[src/rtl/core/lfs_pkg.sv]
// ----------------------------------------------------------------------------
// lfs_pkg: shared definitions for the line field selector
// Request types, register indexes, byte codes and a small helper function.
// ----------------------------------------------------------------------------
package lfs_pkg;

  // Default sizes of the line buffer and of the pattern matcher.
  localparam int unsigned LINE_MAX_DEF    = 64;
  localparam int unsigned PATTERN_MAX_DEF = 16;

  // Byte codes with a fixed meaning.
  localparam logic [7:0] NL_BYTE  = 8'd10;
  localparam logic [7:0] TAB_BYTE = 8'd9;

  // Configuration port.
  localparam int unsigned CFG_INDEX_W = 3;
  localparam int unsigned CFG_DATA_W  = 64;

  localparam logic [CFG_INDEX_W-1:0] CFG_SEPARATOR      = 3'd0;
  localparam logic [CFG_INDEX_W-1:0] CFG_FIELD_NUMBER   = 3'd1;
  localparam logic [CFG_INDEX_W-1:0] CFG_PATTERN_LENGTH = 3'd2;
  localparam logic [CFG_INDEX_W-1:0] CFG_PATTERN_LOW    = 3'd3;
  localparam logic [CFG_INDEX_W-1:0] CFG_PATTERN_HIGH   = 3'd4;

  // Reset value of the separator register (space).
  localparam logic [7:0] SEPARATOR_RST = 8'd32;

  // Input request: one stream byte or the end of the stream.
  typedef struct packed {
    logic [7:0] data_byte;
    logic       end_of_stream;
  } in_req_t;

  // Output request: one byte of a line's output run.
  typedef struct packed {
    logic [7:0] out_byte;
    logic       line_done;
  } out_req_t;

  // Per-cycle control handed from the sequencer to a worker unit.
  typedef struct packed {
    logic clear;
    logic step;
  } step_ctrl_t;

  // Line processing sequencer.
  typedef enum logic [2:0] {
    ST_IDLE = 3'b001,
    ST_SCAN = 3'b010,
    ST_EMIT = 3'b100
  } state_e;

  // Tab always separates; the separator byte does too unless it is zero.
  function automatic logic is_sep(logic [7:0] b, logic [7:0] sep);
    return (b == TAB_BYTE) || ((sep != 8'd0) && (b == sep));
  endfunction

endpackage

[src/rtl/core/line_field_selector_with_filter_core.sv]
// ----------------------------------------------------------------------------
// line_field_selector_with_filter_core: line field selector with filter
// Buffers a text line, checks it for a pattern with a chain of match cells
// and then sends out the whole line or one field, closed by a newline.
//
//   Channel  Direction  Handshake            Payload
//   in       input      in_valid_i/in_stall_o    in_req_i  (lfs_pkg::in_req_t)
//   out      output     out_valid_o/out_stall_i  out_req_o (lfs_pkg::out_req_t)
//   cfg      input      cfg_we_i                 cfg_index_i, cfg_data_i
//
// Bytes inside a line are taken while the core is idle. At the end of a line
// the line buffer is read once per cycle in a match pass through the cell
// chain and, if the line passes the filter, in an output pass that pauses
// while the output side stalls. The line buffer has a single read port. Input
// requests are stalled during both passes. Reset clears all control state at
// once; the line buffer needs no clearing pass.
// ----------------------------------------------------------------------------
module line_field_selector_with_filter_core #(
  parameter int unsigned LINE_MAX    = lfs_pkg::LINE_MAX_DEF,
  parameter int unsigned PATTERN_MAX = lfs_pkg::PATTERN_MAX_DEF
) (
  input  logic                                clk_i,
  input  logic                                rst_ni,
  input  logic                                in_valid_i,
  output logic                                in_stall_o,
  input  lfs_pkg::in_req_t                    in_req_i,
  output logic                                out_valid_o,
  input  logic                                out_stall_i,
  output lfs_pkg::out_req_t                   out_req_o,
  input  logic                                cfg_we_i,
  input  logic [lfs_pkg::CFG_INDEX_W-1:0]     cfg_index_i,
  input  logic [lfs_pkg::CFG_DATA_W-1:0]      cfg_data_i
);

  localparam int unsigned LenW = $clog2(LINE_MAX);
  localparam int unsigned PmW  = $clog2(PATTERN_MAX + 1);
  localparam logic [LenW-1:0] LenCap = LenW'(LINE_MAX - 1);

  // Configuration registers.
  logic [7:0]   cfg_sep_q;
  logic [7:0]   cfg_field_q;
  logic [4:0]   cfg_plen_q;
  logic [127:0] cfg_pat_q;

  always_ff @(posedge clk_i or negedge rst_ni) begin
    if (!rst_ni) begin
      cfg_sep_q   <= lfs_pkg::SEPARATOR_RST;
      cfg_field_q <= 8'd0;
      cfg_plen_q  <= 5'd0;
      cfg_pat_q   <= '0;
    end else if (cfg_we_i) begin
      unique case (cfg_index_i)
        lfs_pkg::CFG_SEPARATOR:      cfg_sep_q          <= cfg_data_i[7:0];
        lfs_pkg::CFG_FIELD_NUMBER:   cfg_field_q        <= cfg_data_i[7:0];
        lfs_pkg::CFG_PATTERN_LENGTH: cfg_plen_q         <= cfg_data_i[4:0];
        lfs_pkg::CFG_PATTERN_LOW:    cfg_pat_q[63:0]    <= cfg_data_i;
        lfs_pkg::CFG_PATTERN_HIGH:   cfg_pat_q[127:64]  <= cfg_data_i;
        default: ;
      endcase
    end
  end

  // Pattern bytes and the effective pattern length.
  logic [7:0]     pat_byte [PATTERN_MAX];
  logic [PmW-1:0] pat_lim;
  logic [PmW-1:0] pat_eff;
  logic           zero_found;

  for (genvar k = 0; k < PATTERN_MAX; k++) begin : g_pat
    assign pat_byte[k] = cfg_pat_q[8*k +: 8];
  end

  // The pattern stops at its first zero byte and at the matcher length.
  always_comb begin
    if (cfg_plen_q > 5'(PATTERN_MAX)) begin
      pat_lim = PmW'(PATTERN_MAX);
    end else begin
      pat_lim = PmW'(cfg_plen_q);
    end
    pat_eff    = pat_lim;
    zero_found = 1'b0;
    for (int k = 0; k < PATTERN_MAX; k++) begin
      if (!zero_found && (PmW'(k) < pat_lim) && (pat_byte[k] == 8'd0)) begin
        pat_eff    = PmW'(k);
        zero_found = 1'b1;
      end
    end
  end

  // Sequencer and line state.
  lfs_pkg::state_e   state_q, state_d;
  logic [LenW-1:0]   len_q, len_d;
  logic [LenW-1:0]   kept_q, kept_d;
  logic              zero_q, zero_d;
  logic [LenW-1:0]   rd_addr_q, rd_addr_d;
  logic              rv_q, rv_d;
  logic [7:0]        rdata_q;
  logic              matched_q, matched_d;
  logic              ov_q, ov_d;
  lfs_pkg::out_req_t out_q, out_d;

  logic              in_acc;
  logic              wr_en;
  logic              rd_en;
  logic              slot_free;
  logic              consume;
  logic              hit;
  logic              sel;
  lfs_pkg::step_ctrl_t cell_ctrl;
  lfs_pkg::step_ctrl_t sel_ctrl;

  logic [7:0] line_mem [LINE_MAX];

  assign in_stall_o = (state_q != lfs_pkg::ST_IDLE);
  assign in_acc     = in_valid_i && !in_stall_o;
  assign slot_free  = !ov_q || !out_stall_i;

  // Match cell chain; each cell takes the flag of its left neighbor.
  logic [PATTERN_MAX-1:0] flag;

  for (genvar k = 0; k < PATTERN_MAX; k++) begin : g_cell
    logic prev;
    if (k == 0) begin : g_first
      assign prev = 1'b1;
    end else begin : g_next
      assign prev = flag[k-1];
    end
    lfs_match_cell u_cell (
      .clk_i       (clk_i),
      .rst_ni      (rst_ni),
      .ctrl_i      (cell_ctrl),
      .line_byte_i (rdata_q),
      .pat_byte_i  (pat_byte[k]),
      .prev_flag_i (prev),
      .flag_o      (flag[k])
    );
  end

  // A full match shows up in the cell at the end of the effective pattern.
  always_comb begin
    hit = 1'b0;
    for (int k = 0; k < PATTERN_MAX; k++) begin
      if (flag[k] && (pat_eff == PmW'(k + 1))) begin
        hit = 1'b1;
      end
    end
  end

  // Field tokenizer for the output pass.
  lfs_field_sel u_field_sel (
    .clk_i          (clk_i),
    .rst_ni         (rst_ni),
    .ctrl_i         (sel_ctrl),
    .line_byte_i    (rdata_q),
    .separator_i    (cfg_sep_q),
    .field_number_i (cfg_field_q),
    .sel_o          (sel)
  );

  // Line sequencer: collect, match pass, output pass.
  always_comb begin
    state_d   = state_q;
    len_d     = len_q;
    kept_d    = kept_q;
    zero_d    = zero_q;
    rd_addr_d = rd_addr_q;
    rv_d      = rv_q;
    matched_d = matched_q;
    ov_d      = ov_q;
    out_d     = out_q;
    wr_en     = 1'b0;
    rd_en     = 1'b0;
    consume   = 1'b0;
    cell_ctrl = '0;
    sel_ctrl  = '0;

    // The pending output request leaves when the far side takes it.
    if (ov_q && !out_stall_i) begin
      ov_d = 1'b0;
    end

    unique case (state_q)
      lfs_pkg::ST_IDLE: begin
        if (in_acc) begin
          if (in_req_i.end_of_stream) begin
            if (len_q != '0) begin
              state_d         = lfs_pkg::ST_SCAN;
              rd_addr_d       = '0;
              rv_d            = 1'b0;
              matched_d       = 1'b0;
              cell_ctrl.clear = 1'b1;
            end
          end else if (in_req_i.data_byte == lfs_pkg::NL_BYTE) begin
            state_d         = lfs_pkg::ST_SCAN;
            rd_addr_d       = '0;
            rv_d            = 1'b0;
            matched_d       = 1'b0;
            cell_ctrl.clear = 1'b1;
          end else if (len_q < LenCap) begin
            wr_en = 1'b1;
            len_d = len_q + 1'b1;
            if (!zero_q) begin
              if (in_req_i.data_byte == 8'd0) begin
                zero_d = 1'b1;
              end else begin
                kept_d = kept_q + 1'b1;
              end
            end
          end
        end
      end

      lfs_pkg::ST_SCAN: begin
        cell_ctrl.step = rv_q;
        matched_d      = matched_q || hit;
        rd_en          = (rd_addr_q < kept_q);
        rv_d           = rd_en;
        if (rd_en) begin
          rd_addr_d = rd_addr_q + 1'b1;
        end
        if (!rv_q && (rd_addr_q == kept_q)) begin
          if ((pat_eff == '0) || matched_q || hit) begin
            state_d        = lfs_pkg::ST_EMIT;
            rd_addr_d      = '0;
            rv_d           = 1'b0;
            sel_ctrl.clear = 1'b1;
          end else begin
            state_d   = lfs_pkg::ST_IDLE;
            rd_addr_d = '0;
            len_d     = '0;
            kept_d    = '0;
            zero_d    = 1'b0;
          end
        end
      end

      lfs_pkg::ST_EMIT: begin
        consume       = rv_q && slot_free;
        sel_ctrl.step = consume;
        rd_en         = (!rv_q || consume) && (rd_addr_q < kept_q);
        if (rd_en) begin
          rd_addr_d = rd_addr_q + 1'b1;
          rv_d      = 1'b1;
        end else if (consume) begin
          rv_d = 1'b0;
        end
        if (consume && sel) begin
          ov_d            = 1'b1;
          out_d.out_byte  = rdata_q;
          out_d.line_done = 1'b0;
        end
        // All kept bytes are through: close the run with a newline.
        if (!rv_q && (rd_addr_q == kept_q) && slot_free) begin
          ov_d            = 1'b1;
          out_d.out_byte  = lfs_pkg::NL_BYTE;
          out_d.line_done = 1'b1;
          state_d         = lfs_pkg::ST_IDLE;
          rd_addr_d       = '0;
          len_d           = '0;
          kept_d          = '0;
          zero_d          = 1'b0;
        end
      end

      default: begin
        state_d = lfs_pkg::ST_IDLE;
      end
    endcase
  end

  always_ff @(posedge clk_i or negedge rst_ni) begin
    if (!rst_ni) begin
      state_q   <= lfs_pkg::ST_IDLE;
      len_q     <= '0;
      kept_q    <= '0;
      zero_q    <= 1'b0;
      rd_addr_q <= '0;
      rv_q      <= 1'b0;
      matched_q <= 1'b0;
      ov_q      <= 1'b0;
    end else begin
      state_q   <= state_d;
      len_q     <= len_d;
      kept_q    <= kept_d;
      zero_q    <= zero_d;
      rd_addr_q <= rd_addr_d;
      rv_q      <= rv_d;
      matched_q <= matched_d;
      ov_q      <= ov_d;
    end
  end

  // Output payload register.
  always_ff @(posedge clk_i) begin
    out_q <= out_d;
  end

  // Line buffer: one write port for incoming bytes, one registered read port.
  always_ff @(posedge clk_i) begin
    if (wr_en) begin
      line_mem[len_q] <= in_req_i.data_byte;
    end
    if (rd_en) begin
      rdata_q <= line_mem[rd_addr_q];
    end
  end

  assign out_valid_o = ov_q;
  assign out_req_o   = out_q;

  // The read pointer never passes the kept length of the line.
  assert property (@(posedge clk_i) disable iff (!rst_ni)
    rd_addr_q <= kept_q)
    else $error("line buffer read pointer beyond kept length");

  // Kept bytes are a subset of the stored raw bytes.
  assert property (@(posedge clk_i) disable iff (!rst_ni)
    kept_q <= len_q)
    else $error("kept length exceeds raw line length");

  // A data byte can only be pending while the output pass runs.
  assert property (@(posedge clk_i) disable iff (!rst_ni)
    (ov_q && !out_q.line_done) |-> (state_q == lfs_pkg::ST_EMIT))
    else $error("data byte pending outside the output pass");

  // Input requests are taken only between line passes.
  assert property (@(posedge clk_i) disable iff (!rst_ni)
    (state_q != lfs_pkg::ST_IDLE) |-> !wr_en)
    else $error("line buffer written during a line pass");

endmodule

[src/rtl/core/lfs_match_cell.sv]
// ----------------------------------------------------------------------------
// lfs_match_cell: one cell of the substring match chain
// Holds one flag: the pattern prefix that ends at this cell's byte matched
// up to the previous line byte. The flag moves to the next cell each step.
// ----------------------------------------------------------------------------
module lfs_match_cell (
  input  logic                clk_i,
  input  logic                rst_ni,
  input  lfs_pkg::step_ctrl_t ctrl_i,
  input  logic [7:0]          line_byte_i,
  input  logic [7:0]          pat_byte_i,
  input  logic                prev_flag_i,
  output logic                flag_o
);

  logic flag_q, flag_d;

  // A prefix grows by one byte when the neighbor's shorter prefix matched.
  always_comb begin
    flag_d = flag_q;
    if (ctrl_i.clear) begin
      flag_d = 1'b0;
    end else if (ctrl_i.step) begin
      flag_d = prev_flag_i && (line_byte_i == pat_byte_i);
    end
  end

  always_ff @(posedge clk_i or negedge rst_ni) begin
    if (!rst_ni) begin
      flag_q <= 1'b0;
    end else begin
      flag_q <= flag_d;
    end
  end

  assign flag_o = flag_q;

endmodule

[src/rtl/core/lfs_field_sel.sv]
// ----------------------------------------------------------------------------
// lfs_field_sel: field tokenizer for the output pass
// Tracks field boundaries over the line bytes and flags the bytes that
// belong to the selected field, or every byte when the whole line is chosen.
// ----------------------------------------------------------------------------
module lfs_field_sel (
  input  logic                clk_i,
  input  logic                rst_ni,
  input  lfs_pkg::step_ctrl_t ctrl_i,
  input  logic [7:0]          line_byte_i,
  input  logic [7:0]          separator_i,
  input  logic [7:0]          field_number_i,
  output logic                sel_o
);

  logic       in_field_q, in_field_d;
  logic       cur_sel_q, cur_sel_d;
  logic [7:0] fcnt_q, fcnt_d;

  logic sep;
  logic start;
  logic cur;

  // Classify the present byte and decide whether it goes out.
  always_comb begin
    sep   = lfs_pkg::is_sep(line_byte_i, separator_i);
    start = !sep && !in_field_q;
    cur   = start ? (fcnt_q == (field_number_i - 8'd1)) : cur_sel_q;
    if (field_number_i == 8'd0) begin
      sel_o = 1'b1;
    end else begin
      sel_o = !sep && cur;
    end
  end

  // Field counter saturates; field numbers above 255 can never be chosen.
  always_comb begin
    in_field_d = in_field_q;
    cur_sel_d  = cur_sel_q;
    fcnt_d     = fcnt_q;
    if (ctrl_i.clear) begin
      in_field_d = 1'b0;
      cur_sel_d  = 1'b0;
      fcnt_d     = 8'd0;
    end else if (ctrl_i.step) begin
      in_field_d = !sep;
      cur_sel_d  = sep ? 1'b0 : cur;
      if (start && (fcnt_q != 8'hFF)) begin
        fcnt_d = fcnt_q + 8'd1;
      end
    end
  end

  always_ff @(posedge clk_i or negedge rst_ni) begin
    if (!rst_ni) begin
      in_field_q <= 1'b0;
      cur_sel_q  <= 1'b0;
      fcnt_q     <= 8'd0;
    end else begin
      in_field_q <= in_field_d;
      cur_sel_q  <= cur_sel_d;
      fcnt_q     <= fcnt_d;
    end
  end

endmodule

[config.mk]
export PLATFORM = sky130hd
export DESIGN_NAME = line_field_selector_with_filter_core
export DESIGN_NICKNAME = d
export VERILOG_FILES = /design/src/rtl/core/lfs_pkg.sv /design/src/rtl/core/line_field_selector_with_filter_core.sv /design/src/rtl/core/lfs_match_cell.sv /design/src/rtl/core/lfs_field_sel.sv
export SDC_FILE = /design/constraint.sdc
export NUM_CORES = 1
export LEC_CHECK = 0
export BUFFER_PORTS_ARGS = -buffer_cell sky130_fd_sc_hd__buf_4
export CORE_ASPECT_RATIO = 0.75
export CORE_MARGIN = 2
export CORE_UTILIZATION = 45
export DETAILED_ROUTE_END_ITERATION = 10
export HOLD_SLACK_MARGIN = 0.05
export PLACE_DENSITY = 0.72
export SETUP_SLACK_MARGIN = 0.3
export SLEW_MARGIN = 20
export SYNTH_ARGS = -nofsm -noshare
export SYNTH_HDL_FRONTEND = slang
export SYNTH_SLANG_ARGS = --single-unit
export TNS_END_PERCENT = 5
[constraint.sdc]
create_clock -name clk_i -period 3.8 [get_ports clk_i]
set_input_delay 0.19 -clock clk_i [delete_from_list [all_inputs] [get_ports clk_i]]
set_output_delay 0.19 -clock clk_i [all_outputs]
set_load 0.005 [all_outputs]
==> flow_metrics.env <==
export IMPL_outcome="complete, no violations"
export IMPL_drc=0
export IMPL_core_area_um2=68700
export IMPL_cts_tree="built"
export IMPL_fin_nets=2210
export IMPL_drv_cap=0
export IMPL_synth_avg_cell_area_um2=16.7
export IMPL_die_width_um=309
export IMPL_skew_ns=0.0361
export IMPL_layout_worst_path_cycle_share_pct=94.4
export IMPL_io_pins=92
export IMPL_clk_latency_ns=0.65
export IMPL_die_area_um2=71800
export IMPL_cts_buffers=73
export IMPL_vias_per_cell=5.87
export IMPL_postRouteWirelength_um=77800
export IMPL_root_buffer="clkbuf_16"
export IMPL_htreeDepth=3
export IMPL_ant_nets=0
export IMPL_end_kind="flop"
export IMPL_synth_area_leaders="edfxtp_1 51%, dfrtp_1 16%, mux4_2 12%, mux2_2 5.2%, xor2_1 2.8%"
export IMPL_rsz0062_at_grt="true"
export IMPL_yosysWarnings=0
export IMPL_die_h_um=233
export IMPL_synth_area_um2=31400
export IMPL_ys_ff_latch=729
export IMPL_netlist_area_leader_share_pct=50.7
export IMPL_track_usage_pct=22.0
export IMPL_slew_headroom_pct=30.4
export IMPL_antenna_found_initial=2
export IMPL_drv_slew=0
export IMPL_start_util_pct=45.6
export IMPL_rrSetupSlack_ns=0.21
export IMPL_synth_edf_count=529
export IMPL_synthMostInstantiatedCell="edfxtp_1"
export IMPL_clkTransAtPathRegs_ns=0.06
export IMPL_clk_path_buf_depth=3
export IMPL_syn_nets=1967
export IMPL_worst_ep_required_time_ns=4.36
export IMPL_first_pass_iters=5
export IMPL_gr_total_overflow=0
export IMPL_tightest_slew_ns=1.04
export IMPL_drive_gt1_share_pct=31.7
export IMPL_yosysSeqAreaShare_pct=66.6
export IMPL_clock_sinks=729
export IMPL_crit_fanout=5
export IMPL_vdd_ir_drop_max_mv=0.366
export IMPL_fin_crit_ns=3.59
export IMPL_grt_start_max_net_pins=124
export IMPL_synth_ff_type="edfxtp_1"
export IMPL_setup_viol=0
export IMPL_io_buffers=91
export IMPL_gp_congestion=0.915
export IMPL_hold_class="in -> async"
export IMPL_finalPower_w=0.0210
export IMPL_powerDensity_nw_per_um2=566
export IMPL_syn_to_final_growth_pct=18.6
export IMPL_drt_iter0_drc=2173
export IMPL_nFillCells=5424
export IMPL_avgRoutedWirePerCell_um=25.0
export IMPL_arrival_ns=4.15
export IMPL_r2r_cells=14
export IMPL_synth_cells=1874
export IMPL_synthArstFlopShare_pct=27.4
export IMPL_critPathKind="reg -> reg"
export IMPL_hold_viol_final=0
export IMPL_vias=18300
export IMPL_n_antenna_cell=0
export IMPL_fp_row_count=83
export IMPL_ys_types=73
export IMPL_dp_worst_setup_slack_ns=-0.104
export IMPL_p_leak_nw=12.9
export IMPL_ys_top_cells_by_count="529 x edfxtp_1, 198 x dfrtp_1, 168 x mux4_2, 145 x mux2_2, 135 x nor2_1"
export IMPL_synth_top_cell_by_area="edfxtp_1"
export IMPL_grt_pass1_wl_um=117000
export IMPL_grt_pass1_vias=18400
export IMPL_fmax_mhz=279
export IMPL_start_kind="flop"
export IMPL_finalWorstSetupSlack_ns=0.212
export IMPL_dp_hpwl_um=50100
## cells in the final DEF (no fill, tap or decap), types with 7 or more instances in the layout
master and instances:
edfxtp_1 529, dfrtp_1 195, buf_4 184, mux4_2 168, mux2_2 145, nor2_1 134
xor2_1 100, clkbuf_16 73, dlygate4sd3_1 69, xnor2_1 53, nand2_1 51, nor4_1 40
a21oi_1 39, nand3_1 33, nor3_1 27, o21ai_0 26, nand4_1 19, inv_1 18
nor2b_1 16, clkbuf_8 15, ha_1 12, clkbuf_1 12, a31oi_1 11, clkinv_2 10
nand2b_1 8, or4_1 7, o31ai_1 7, bufinv_16 7, clkinv_1 7
## critical path, stage by stage (launching register included)
cell and delay [ns]:
dfrtp_1 0.40, nor4_1 0.45, buf_4 0.21, nand2_1 0.05
a21oi_1 0.38, a21oi_1 0.09, o21bai_1 0.33, o22a_1 0.28
nor2_1 0.09, a31o_2 0.22, nor4b_4 0.29, buf_4 0.16
a21oi_4 0.06, or3_4 0.39, a21oi_2 0.13
## cells by family after synthesis
group | synth area share, %
compound gates | 3.37
mux | 17.5
xor+xnor | 4.27
buf+inv | 1.43
flops | 66.6
fa+ha+maj | 0.479
simple gates | 6.30
## final timing paths
check | start | end
setup / recovery | cfg_pat_q[60] | len_q[3]
hold / removal | rst_ni | cfg_pat_q[15]
setup reg to reg | cfg_pat_q[60] | len_q[3]
hold reg to reg | kept_q[2] | kept_q[2]
max in group asynchronous | rst_ni | state_q[0]
min in group clk_i | in_valid_i | state_q[0]
## state kept, by name (all words and copies together) (netlist names), 6 cells and up
name,count
line_mem,512
out_req_o,9
g_cell.u_cell.flag_o,16
cfg_field_q,8
rd_addr_q,6
cfg_pat_q,128
u_field_sel.fcnt_q,8
cfg_sep_q,8
kept_q,6
rdata_q,8
len_q,6
## area by class of cell
cell class,count,area (µm²),area share [%]
flip-flops and latches,729,20900,56.2
multi-input cells,1030,10300,27.6
repair buffers,265,2280,6.12
clock buffers,99,2060,5.55
well taps,935,1170,3.14
clock inverters,36,452,1.21
inverters,18,67.6,0.182
## metal layers
layer / global-route usage [%] / share of wire, %
met5: 0 / 0
met4: 6.31 / 2.4
met3: 6.58 / 10
met2: 31.9 / 44
met1: 32.3 / 43
## report_power, final
part | total (W) | internal [W] | switching, W
logic | 0.00394 | 0.00184 | 0.00210
registers | 0.00964 | 0.00906 | 0.000573
clock network | 0.00747 | 0.00434 | 0.00313
total | 0.0210 | 0.0152 | 0.00580
## per-stage QoR
stage	instances	utilization [%]	hold WS (ns)	setup TNS [ns]	area [µm²]
after floorplan	1874	-	-0.106	0	31400
after detailed placement	2891	48.9	0.428	-0.601	33600
after global routing	3112	54.1	0.0855	0	37200
after CTS	3105	53.9	0.0534	0	37000
after global placement	2891	48.9	0.410	-0.0322	33600
final	3112	54.1	0.0589	0	37200
## what timing repair did
item / CTS / global route
endpoints found under the hold margin: 270 / 1
hold buffers: 68 / 1
pin swaps: 20 / 19
gates resized for setup: 29 / 23
endpoints found under the setup margin: 26 / 26
setup buffers: 11 / 5
Power figures use the tool's default switching activity.
